<file path="config.mk">
export PLATFORM = sky130hd
export DESIGN_NAME = gain_ramp_with_peak_meter_core
export DESIGN_NICKNAME = d
export VERILOG_FILES = /design/src/rtl/grpm_pkg.sv /design/src/rtl/grpm_gain_ramp.sv /design/src/rtl/grpm_lane.sv /design/src/rtl/grpm_peak_merge.sv /design/src/rtl/gain_ramp_with_peak_meter_core.sv
export SDC_FILE = /design/constraint.sdc
export NUM_CORES = 2
export LEC_CHECK = 0
export ABC_AREA = 1
export BUFFER_PORTS_ARGS = -buffer_cell sky130_fd_sc_hd__buf_2
export CAP_MARGIN = 20
export CORE_AREA = 2 2 301 303
export DETAILED_ROUTE_END_ITERATION = 12
export DIE_AREA = 0 0 303 305
export GPL_TIMING_DRIVEN = 0
export PLACE_DENSITY = 0.66
export SLEW_MARGIN = 15
export SYNTH_ARGS = -nofsm -noshare
export SYNTH_HDL_FRONTEND = slang
export SYNTH_SLANG_ARGS = --single-unit
</file>
<file path="constraint.sdc">
create_clock -name clk -period 14.7 [get_ports clk]
set_clock_uncertainty 0.05 [all_clocks]
set_input_delay 2.205 -clock clk [delete_from_list [all_inputs] [get_ports clk]]
set_output_delay 2.205 -clock clk [all_outputs]
set_load 0.02 [all_outputs]
</file>
<file path="src/rtl/grpm_pkg.sv">
// shared types, constants and register codes of the gain ramp with peak meter
// no dependencies
`timescale 1ns / 1ps

package grpm_pkg;

  localparam int SAMPLE_BITS    = 24;
  localparam int GAIN_FRAC_BITS = 15;
  localparam int MAX_CHANNELS   = 2;

  localparam int GAIN_W = GAIN_FRAC_BITS + 1;
  localparam int CFG_W  = 16;
  localparam int RAMP_W = ((GAIN_W > CFG_W) ? GAIN_W : CFG_W) + 2;
  localparam int PROD_W = SAMPLE_BITS + GAIN_W + 1;

  localparam int CFG_IDX_W = 2;

  localparam logic [CFG_IDX_W-1:0] CFG_TARGET_GAIN  = 2'd0;
  localparam logic [CFG_IDX_W-1:0] CFG_RAMP_STEP    = 2'd1;
  localparam logic [CFG_IDX_W-1:0] CFG_METER_ENABLE = 2'd2;
  localparam logic [CFG_IDX_W-1:0] CFG_STEREO       = 2'd3;

  localparam logic [GAIN_W-1:0] UNITY_GAIN  = GAIN_W'(1) << GAIN_FRAC_BITS;
  localparam logic [CFG_W-1:0]  RESET_TARGET = 16'd32768;
  localparam logic [CFG_W-1:0]  RESET_STEP   = 16'd137;

  localparam logic REQ_AUDIO = 1'b0;
  localparam logic REQ_PEAK  = 1'b1;

  typedef logic signed [SAMPLE_BITS-1:0] smp_t;
  typedef logic [SAMPLE_BITS-1:0]        mag_t;
  typedef logic [GAIN_W-1:0]             gain_t;
  typedef logic signed [PROD_W-1:0]      prod_t;

  typedef struct packed {
    logic req_type;
    smp_t left_sample;
    smp_t right_sample;
    logic left_invalid;
    logic right_invalid;
  } grpm_in_t;

  typedef struct packed {
    smp_t left_out;
    smp_t right_out;
    mag_t peak_level;
  } grpm_out_t;

  // control from the pipeline to the merge stage
  typedef struct packed {
    logic load;
    logic take_peak;
    logic meter_on;
    logic clear;
  } grpm_peak_ctl_t;

endpackage

</file>
<file path="src/rtl/grpm_gain_ramp.sv">
// running gain register, stepped toward the clamped target once per audio frame
// depends on grpm_pkg
`timescale 1ns / 1ps

module grpm_gain_ramp (
  input  logic                     clk,
  input  logic                     rst_n,
  input  logic                     step_en,
  input  logic [grpm_pkg::CFG_W-1:0] target_gain,
  input  logic [grpm_pkg::CFG_W-1:0] ramp_step,
  output grpm_pkg::gain_t          gain_new
);
  import grpm_pkg::*;

  gain_t gain_now_r;
  gain_t gain_now_nxt;

  logic signed [RAMP_W-1:0] tgt;
  logic signed [RAMP_W-1:0] cur;
  logic signed [RAMP_W-1:0] stp;
  logic signed [RAMP_W-1:0] diff;
  logic signed [RAMP_W-1:0] moved;

  always_comb begin
    // targets above unity act as unity
    if (RAMP_W'(target_gain) > RAMP_W'(UNITY_GAIN)) begin
      tgt = RAMP_W'(UNITY_GAIN);
    end else begin
      tgt = RAMP_W'(target_gain);
    end
    cur  = RAMP_W'(gain_now_r);
    stp  = RAMP_W'(ramp_step);
    diff = tgt - cur;
    if (diff > stp) begin
      moved = cur + stp;
    end else if (diff < -stp) begin
      moved = cur - stp;
    end else begin
      moved = tgt;
    end
    gain_new     = moved[GAIN_W-1:0];
    gain_now_nxt = step_en ? gain_new : gain_now_r;
  end

  always_ff @(posedge clk) begin
    if (!rst_n) begin
      gain_now_r <= UNITY_GAIN;
    end else begin
      gain_now_r <= gain_now_nxt;
    end
  end

endmodule

</file>
<file path="src/rtl/grpm_lane.sv">
// one channel lane: operand register, registered multiply, floor shift and magnitude
// depends on grpm_pkg
`timescale 1ns / 1ps

module grpm_lane (
  input  logic            clk,
  input  logic            ld1,
  input  logic            ld2,
  input  grpm_pkg::smp_t  smp_in,
  input  logic            act_in,
  input  grpm_pkg::gain_t gain_in,
  output grpm_pkg::smp_t  scaled,
  output grpm_pkg::mag_t  mag
);
  import grpm_pkg::*;

  smp_t  smp_r;
  gain_t gain_r;
  logic  act1_r;
  prod_t prod_r;
  logic  act2_r;
  prod_t prod_nxt;
  prod_t shifted;

  assign prod_nxt = prod_t'(smp_r) * prod_t'($signed({1'b0, gain_r}));

  always_ff @(posedge clk) begin
    if (ld1) begin
      smp_r  <= smp_in;
      gain_r <= gain_in;
      act1_r <= act_in;
    end
    if (ld2) begin
      prod_r <= prod_nxt;
      act2_r <= act1_r;
    end
  end

  always_comb begin
    // arithmetic shift rounds toward minus infinity
    shifted = prod_r >>> GAIN_FRAC_BITS;
    scaled  = act2_r ? $signed(shifted[SAMPLE_BITS-1:0]) : '0;
    mag     = scaled[SAMPLE_BITS-1] ? mag_t'(-scaled) : mag_t'(scaled);
  end

endmodule

</file>
<file path="src/rtl/grpm_peak_merge.sv">
// merges lane magnitudes into the held peak and registers the result beat
// depends on grpm_pkg
`timescale 1ns / 1ps

module grpm_peak_merge (
  input  logic                    clk,
  input  logic                    rst_n,
  input  grpm_pkg::grpm_peak_ctl_t ctl,
  input  grpm_pkg::smp_t          scaled_l,
  input  grpm_pkg::smp_t          scaled_r,
  input  grpm_pkg::mag_t          mag_l,
  input  grpm_pkg::mag_t          mag_r,
  output grpm_pkg::grpm_out_t     out_data
);
  import grpm_pkg::*;

  mag_t      peak_r;
  mag_t      peak_nxt;
  mag_t      fpeak;
  mag_t      peak_upd;
  grpm_out_t out_r;
  grpm_out_t out_nxt;

  always_comb begin
    fpeak = (mag_r > mag_l) ? mag_r : mag_l;
    if (!ctl.meter_on) begin
      peak_upd = '0;
    end else if (fpeak > peak_r) begin
      peak_upd = fpeak;
    end else begin
      peak_upd = peak_r;
    end

    peak_nxt          = peak_r;
    out_nxt           = out_r;
    out_nxt.left_out  = scaled_l;
    out_nxt.right_out = scaled_r;
    if (ctl.take_peak) begin
      out_nxt.peak_level = peak_r;
    end else begin
      out_nxt.peak_level = peak_upd;
    end

    if (ctl.clear) begin
      peak_nxt = '0;
    end else if (ctl.load) begin
      peak_nxt = ctl.take_peak ? '0 : peak_upd;
    end
  end

  always_ff @(posedge clk) begin
    if (!rst_n) begin
      peak_r <= '0;
    end else begin
      peak_r <= peak_nxt;
    end
  end

  always_ff @(posedge clk) begin
    if (ctl.load) begin
      out_r <= out_nxt;
    end
  end

  assign out_data = out_r;

endmodule

</file>
<file path="src/rtl/gain_ramp_with_peak_meter_core.sv">
// top level: config registers, pipeline control, gain ramp, channel lanes, peak merge
// depends on grpm_pkg, grpm_gain_ramp, grpm_lane, grpm_peak_merge
`timescale 1ns / 1ps
//
//  port group   direction  handshake          payload
//  in_*         input      in_valid/in_stall  grpm_in_t (frame or take-peak request)
//  out_*        output     out_valid/out_stall grpm_out_t (scaled samples, peak)
//  cfg_*        input      cfg_we             cfg_index, cfg_wdata
//
//  one beat per cycle while out_stall is low; each beat goes from input to output via
//  ramp and operand register, then the lane multipliers, then peak merge and output.
//  each stage holds its beat while the stage after it is full and stalled, so beats
//  are still taken in while the result waits, until every stage is full. synchronous
//  active-low reset restores unity gain, clears the peak and empties the pipeline.

module gain_ramp_with_peak_meter_core (
  input  logic                                clk,
  input  logic                                rst_n,
  input  logic                                in_valid,
  output logic                                in_stall,
  input  grpm_pkg::grpm_in_t                  in_data,
  output logic                                out_valid,
  input  logic                                out_stall,
  output grpm_pkg::grpm_out_t                 out_data,
  input  logic                                cfg_we,
  input  logic [grpm_pkg::CFG_IDX_W-1:0]      cfg_index,
  input  logic [grpm_pkg::CFG_W-1:0]          cfg_wdata
);
  import grpm_pkg::*;

  logic [CFG_W-1:0] target_gain_r;
  logic [CFG_W-1:0] ramp_step_r;
  logic             meter_en_r;
  logic             stereo_r;

  logic v1_r, v2_r, out_valid_r;
  logic req1_r, req2_r;
  logic ld1, ld2, ld_out;
  logic two_ch;
  logic meter_clear;
  gain_t gain_new;

  smp_t lane_smp    [2];
  logic lane_act    [2];
  smp_t lane_scaled [2];
  mag_t lane_mag    [2];

  grpm_peak_ctl_t peak_ctl;

  // handshake chain, output side first
  assign ld_out    = v2_r && (!out_valid_r || !out_stall);
  assign ld2       = v1_r && (!v2_r || ld_out);
  assign in_stall  = v1_r && !ld2;
  assign ld1       = in_valid && !in_stall;
  assign out_valid = out_valid_r;

  assign two_ch      = stereo_r && (MAX_CHANNELS >= 2);
  assign meter_clear = cfg_we && (cfg_index == CFG_METER_ENABLE) && !cfg_wdata[0];

  always_comb begin
    lane_smp[0] = in_data.left_sample;
    lane_smp[1] = in_data.right_sample;
    lane_act[0] = (in_data.req_type == REQ_AUDIO) && !in_data.left_invalid;
    lane_act[1] = (in_data.req_type == REQ_AUDIO) && two_ch && !in_data.right_invalid;
  end

  always_ff @(posedge clk) begin
    if (!rst_n) begin
      target_gain_r <= RESET_TARGET;
      ramp_step_r   <= RESET_STEP;
      meter_en_r    <= 1'b0;
      stereo_r      <= 1'b1;
    end else if (cfg_we) begin
      unique case (cfg_index)
        CFG_TARGET_GAIN:  target_gain_r <= cfg_wdata;
        CFG_RAMP_STEP:    ramp_step_r   <= cfg_wdata;
        CFG_METER_ENABLE: meter_en_r    <= cfg_wdata[0];
        CFG_STEREO:       stereo_r      <= cfg_wdata[0];
        default:          ;
      endcase
    end
  end

  always_ff @(posedge clk) begin
    if (!rst_n) begin
      v1_r        <= 1'b0;
      v2_r        <= 1'b0;
      out_valid_r <= 1'b0;
    end else begin
      if (ld1) begin
        v1_r <= 1'b1;
      end else if (ld2) begin
        v1_r <= 1'b0;
      end
      if (ld2) begin
        v2_r <= 1'b1;
      end else if (ld_out) begin
        v2_r <= 1'b0;
      end
      if (ld_out) begin
        out_valid_r <= 1'b1;
      end else if (!out_stall) begin
        out_valid_r <= 1'b0;
      end
    end
  end

  always_ff @(posedge clk) begin
    if (ld1) begin
      req1_r <= in_data.req_type;
    end
    if (ld2) begin
      req2_r <= req1_r;
    end
  end

  // gain moves only on accepted audio frames
  grpm_gain_ramp u_ramp (
    .clk         (clk),
    .rst_n       (rst_n),
    .step_en     (ld1 && (in_data.req_type == REQ_AUDIO)),
    .target_gain (target_gain_r),
    .ramp_step   (ramp_step_r),
    .gain_new    (gain_new)
  );

  for (genvar l = 0; l < 2; l++) begin : g_lane
    if (l < MAX_CHANNELS) begin : g_on
      grpm_lane u_lane (
        .clk     (clk),
        .ld1     (ld1),
        .ld2     (ld2),
        .smp_in  (lane_smp[l]),
        .act_in  (lane_act[l]),
        .gain_in (gain_new),
        .scaled  (lane_scaled[l]),
        .mag     (lane_mag[l])
      );
    end else begin : g_off
      assign lane_scaled[l] = '0;
      assign lane_mag[l]    = '0;
    end
  end

  always_comb begin
    peak_ctl.load      = ld_out;
    peak_ctl.take_peak = (req2_r == REQ_PEAK);
    peak_ctl.meter_on  = meter_en_r;
    peak_ctl.clear     = meter_clear;
  end

  grpm_peak_merge u_merge (
    .clk      (clk),
    .rst_n    (rst_n),
    .ctl      (peak_ctl),
    .scaled_l (lane_scaled[0]),
    .scaled_r (lane_scaled[1]),
    .mag_l    (lane_mag[0]),
    .mag_r    (lane_mag[1]),
    .out_data (out_data)
  );

endmodule

</file>
==> impl_metrics.py <==
metrics = {
    "run_status": {
        "outcome": "complete, but fails checks",
        "violations": "DRC",
    },
    "yosys": {
        "synth-simple-area-share_pct": 18.5,
        "synth.distinct_cells": 52,
        "syn_area_mm2": 0.0443,
        "yosysSeqAreaShare_pct": 16.4,
        "avgSynthCellArea_um2": 7.81,
        "ys_warn_count": 0,
        "synthMuxAreaShare_pct": 0,
        "synth_top_area_share_pct": 33.0,
        "synth_top_family_by_area": "adder cells",
        "synth_compound_area_share_pct": 6.10,
        "synth_xor_area_share_pct": 2.08,
        "synth_edf_count": 190,
        "synth_nets": 6788,
        "synthCells": 5667,
        "synth_ff_type": "edfxtp_1",
        "synthTopCellsByArea": "fa_1 33%, edfxtp_1 13%, inv_1 13%, nand2_1 13%, ha_1 9.0%",
        "yosys.area_share.adder_pct": 41.9,
        "synthArstFlopShare_pct": 0,
        "synth_top_area_cell": "fa_1",
        "synth.ff_latch_count": 267,
    },
    "timing": {
        "setup_viol": 0,
        "hold_slack_ns": 0.372,
        "finalHoldViolCount": 0,
        "post-route-min-period_ns": 7.61,
        "slew_violations": 0,
        "max_freq_ghz": 0.131,
        "slew_headroom_pct": 24.0,
        "finalCritPeriodShare_pct": 51.8,
        "tightest_slew_ns": 1.14,
        "rsz0062_at_grt": "false",
        "final.setup.tns_ns": 0,
    },
    "finish": {
        "antenna_cells": 0,
        "drive_gt1_share_pct": 5.28,
        "multi_input_area_mm2": 0.0304,
        "fin_nets": 6980,
        "area_growth_pct": 7.95,
        "nFillCells": 8614,
        "ff_latch_area_mm2": 0.00725,
    },
    "clock_tree": {
        "clock_sinks": 267,
        "postCtsSetupRepairBufs": 0,
        "htreeDepth": 2,
        "cts_buffer_depth": 3,
        "ctsHoldBuffers": 0,
        "cts_resized": 0,
        "clk_pin_slew_ns": 0.06,
        "clk_latency_ns": 0.60,
        "cts_made_buffers": 35,
        "cts_tree": "yes",
        "clockRootBuffer": "clkbuf_16",
    },
    "setup_path": {
        "required_ns": 14.96,
        "critPathLaunchType": "register",
        "rr_startpoint": "g_lane[0].g_on.u_lane.gain_r[6]",
        "arrival_ns": 7.87,
        "crit_path_max_fanout": 10,
        "reg2regPathDepth": 23,
        "critical_path.endpoint": "g_lane[0].g_on.u_lane.prod_r[27]",
        "r2r_slack_ns": 7.09,
        "critPathCaptureType": "register",
        "reg2reg_to": "g_lane[0].g_on.u_lane.prod_r[27]",
        "path_class": "register to register",
        "cp-startpoint": "g_lane[0].g_on.u_lane.gain_r[6]",
    },
    "place": {
        "io_buffers": 146,
        "gp_congestion": 0.973,
        "dp.final_hpwl_mm": 115,
    },
    "floorplan": {
        "die_y_um": 305,
        "rows": 110,
        "dieArea_mm2": 0.0924,
        "start_util_pct": 49.6,
        "core-area_mm2": 0.0893,
        "io_pins": 148,
        "die_x_um": 303,
    },
    "grt": {
        "grt_pass1_vias": 37700,
        "grt_use_total_pct": 30.1,
        "grt_max_degree": 50,
        "grt_pass1_wl_mm": 211,
        "grt_overflow": 0,
        "grt_antenna_before_repair": 1,
    },
    "route": {
        "dr.max_layer_used": "met4",
        "drtIter0Drc": 2586,
        "wl_mm": 135,
        "drt-met1-wl_mm": 54.0,
        "wl_per_cell_um": 19.2,
        "wl_met3_mm": 11.4,
        "dr_wl_met2_mm": 62.0,
        "drt.antenna.violating_nets": 0,
        "dr.pass1.iters": 12,
        "via_per_inst": 5.17,
        "dr_total_vias": 36500,
        "drcViolationCount": 16,
    },
    "run": {
        "maxCapViolations": 0,
    },
    "worst_hold_path": {
        "min_path_type": "register to register",
    },
}
==> cell usage in the layout, fill, tap and decap left out, types with 10 or more instances in the layout <==
master / count
dfxtp_1: 77
nand2_1: 1481
xor2_1: 83
nor2_1: 196
buf_2: 163
nor3_1: 37
o21a_1: 10
nand3_1: 179
ha_1: 318
edfxtp_1: 190
clkbuf_16: 36
nand2_2: 21
a21oi_1: 234
inv_1: 1499
nand4_1: 54
o21ai_0: 159
buf_1: 27
o21bai_1: 15
xnor2_1: 22
a21o_1: 16
fa_1: 729
a31oi_1: 12
clkbuf_1: 173
o21ai_1: 23
==> metal layers <==
metal	GRT usage, %	up-vias
met5	0	-
met4	15.5	0
met3	6.61	330
met2	48.4	1449
met1	38.2	17600
li1	-	17200
==> synth_stat cells (all sizes together), types with 16 or more instances <==
cell,n
nand2,1509
inv,1506
fa,729
ha,318
a21oi,235
nor2,205
edfxtp,190
o21ai,190
nand3,186
clkbuf,172
xor2,83
dfxtp,77
buf,56
nand4,55
nor3,39
xnor2,22
a21o,16
==> flip-flops by register name, indices dropped and copies added (netlist names), 2 cells and up <==
register                   flops
g_lane.g_on.u_lane.act1_r      2
g_lane.g_on.u_lane.act2_r      2
g_lane.g_on.u_lane.gain_r     16
g_lane.g_on.u_lane.prod_r     48
g_lane.g_on.u_lane.smp_r      48
ramp_step_r                   16
target_gain_r                 16
u_merge.out_data              72
u_merge.peak_r                24
u_ramp.gain_now_r             16
==> worst min-delay path by stage <==
stage                                 startpoint                            to  slack, ns  cells past startpoint
global placement                          req1_r                        req2_r       0.36                      0
detailed placement                        req1_r                        req2_r       0.36                      0
CTS                                       req1_r                        req2_r       0.37                      0
floorplan           g_lane[0].g_on.u_lane.act1_r  g_lane[0].g_on.u_lane.act2_r       0.35                      0
global route        g_lane[0].g_on.u_lane.act1_r  g_lane[0].g_on.u_lane.act2_r       0.39                      0
finish                                    req1_r                        req2_r       0.37                      0
==> critical path, stage by stage (launching register included) <==
cell      delay, ns
edfxtp_1       0.36
clkbuf_1       0.84
buf_1          0.67
nand2_1        0.17
fa_1           0.56
inv_1          0.06
fa_1           0.47
inv_1          0.06
fa_1           0.53
inv_1          0.06
fa_1           0.54
inv_1          0.05
fa_1           0.47
inv_1          0.05
fa_1           0.44
ha_1           0.37
nand2_1        0.12
nor2_1         0.24
nand2_1        0.08
o21ai_0        0.57
nand2_1        0.10
nand2_1        0.19
a21oi_1        0.11
xnor2_1        0.15
==> final cells by class <==
type,count,share of cell area (%)
Clock inverter,24,0.476
Timing Repair Buffer,155,1.83
Tap cell,1176,3.08
Sequential cell,267,15.2
Multi-Input combinational cell,3663,63.6
Clock buffer,40,1.96
Buffer,228,2.03
Inverter,1509,11.9
==> through the flow <==
stage | cells | utilization, % | instance area, um2 | setup slack (ns)
after floorplan | 5667 | - | 44300 | 7.75
after global placement | 6989 | 52.0 | 46500 | 4.16
after detailed placement | 6997 | 52.2 | 46600 | 7.01
after CTS | 7061 | 53.5 | 47800 | 6.98
after global routing | 7062 | 53.5 | 47800 | 6.65
final | 7062 | 53.5 | 47800 | 7.09
==> kinds of logic after synthesis <==
kind of cell               Yosys count
xor gates and xnor gates           105
DFF                                267
and+or+nand+nor                   2013
buffers and inverters             1737
AOI/OAI and AO/OA                  498
adders and majority gates         1047
Power is not shown: default switching activity piles up to over one toggle a cycle in this logic, so the estimate is an artifact.
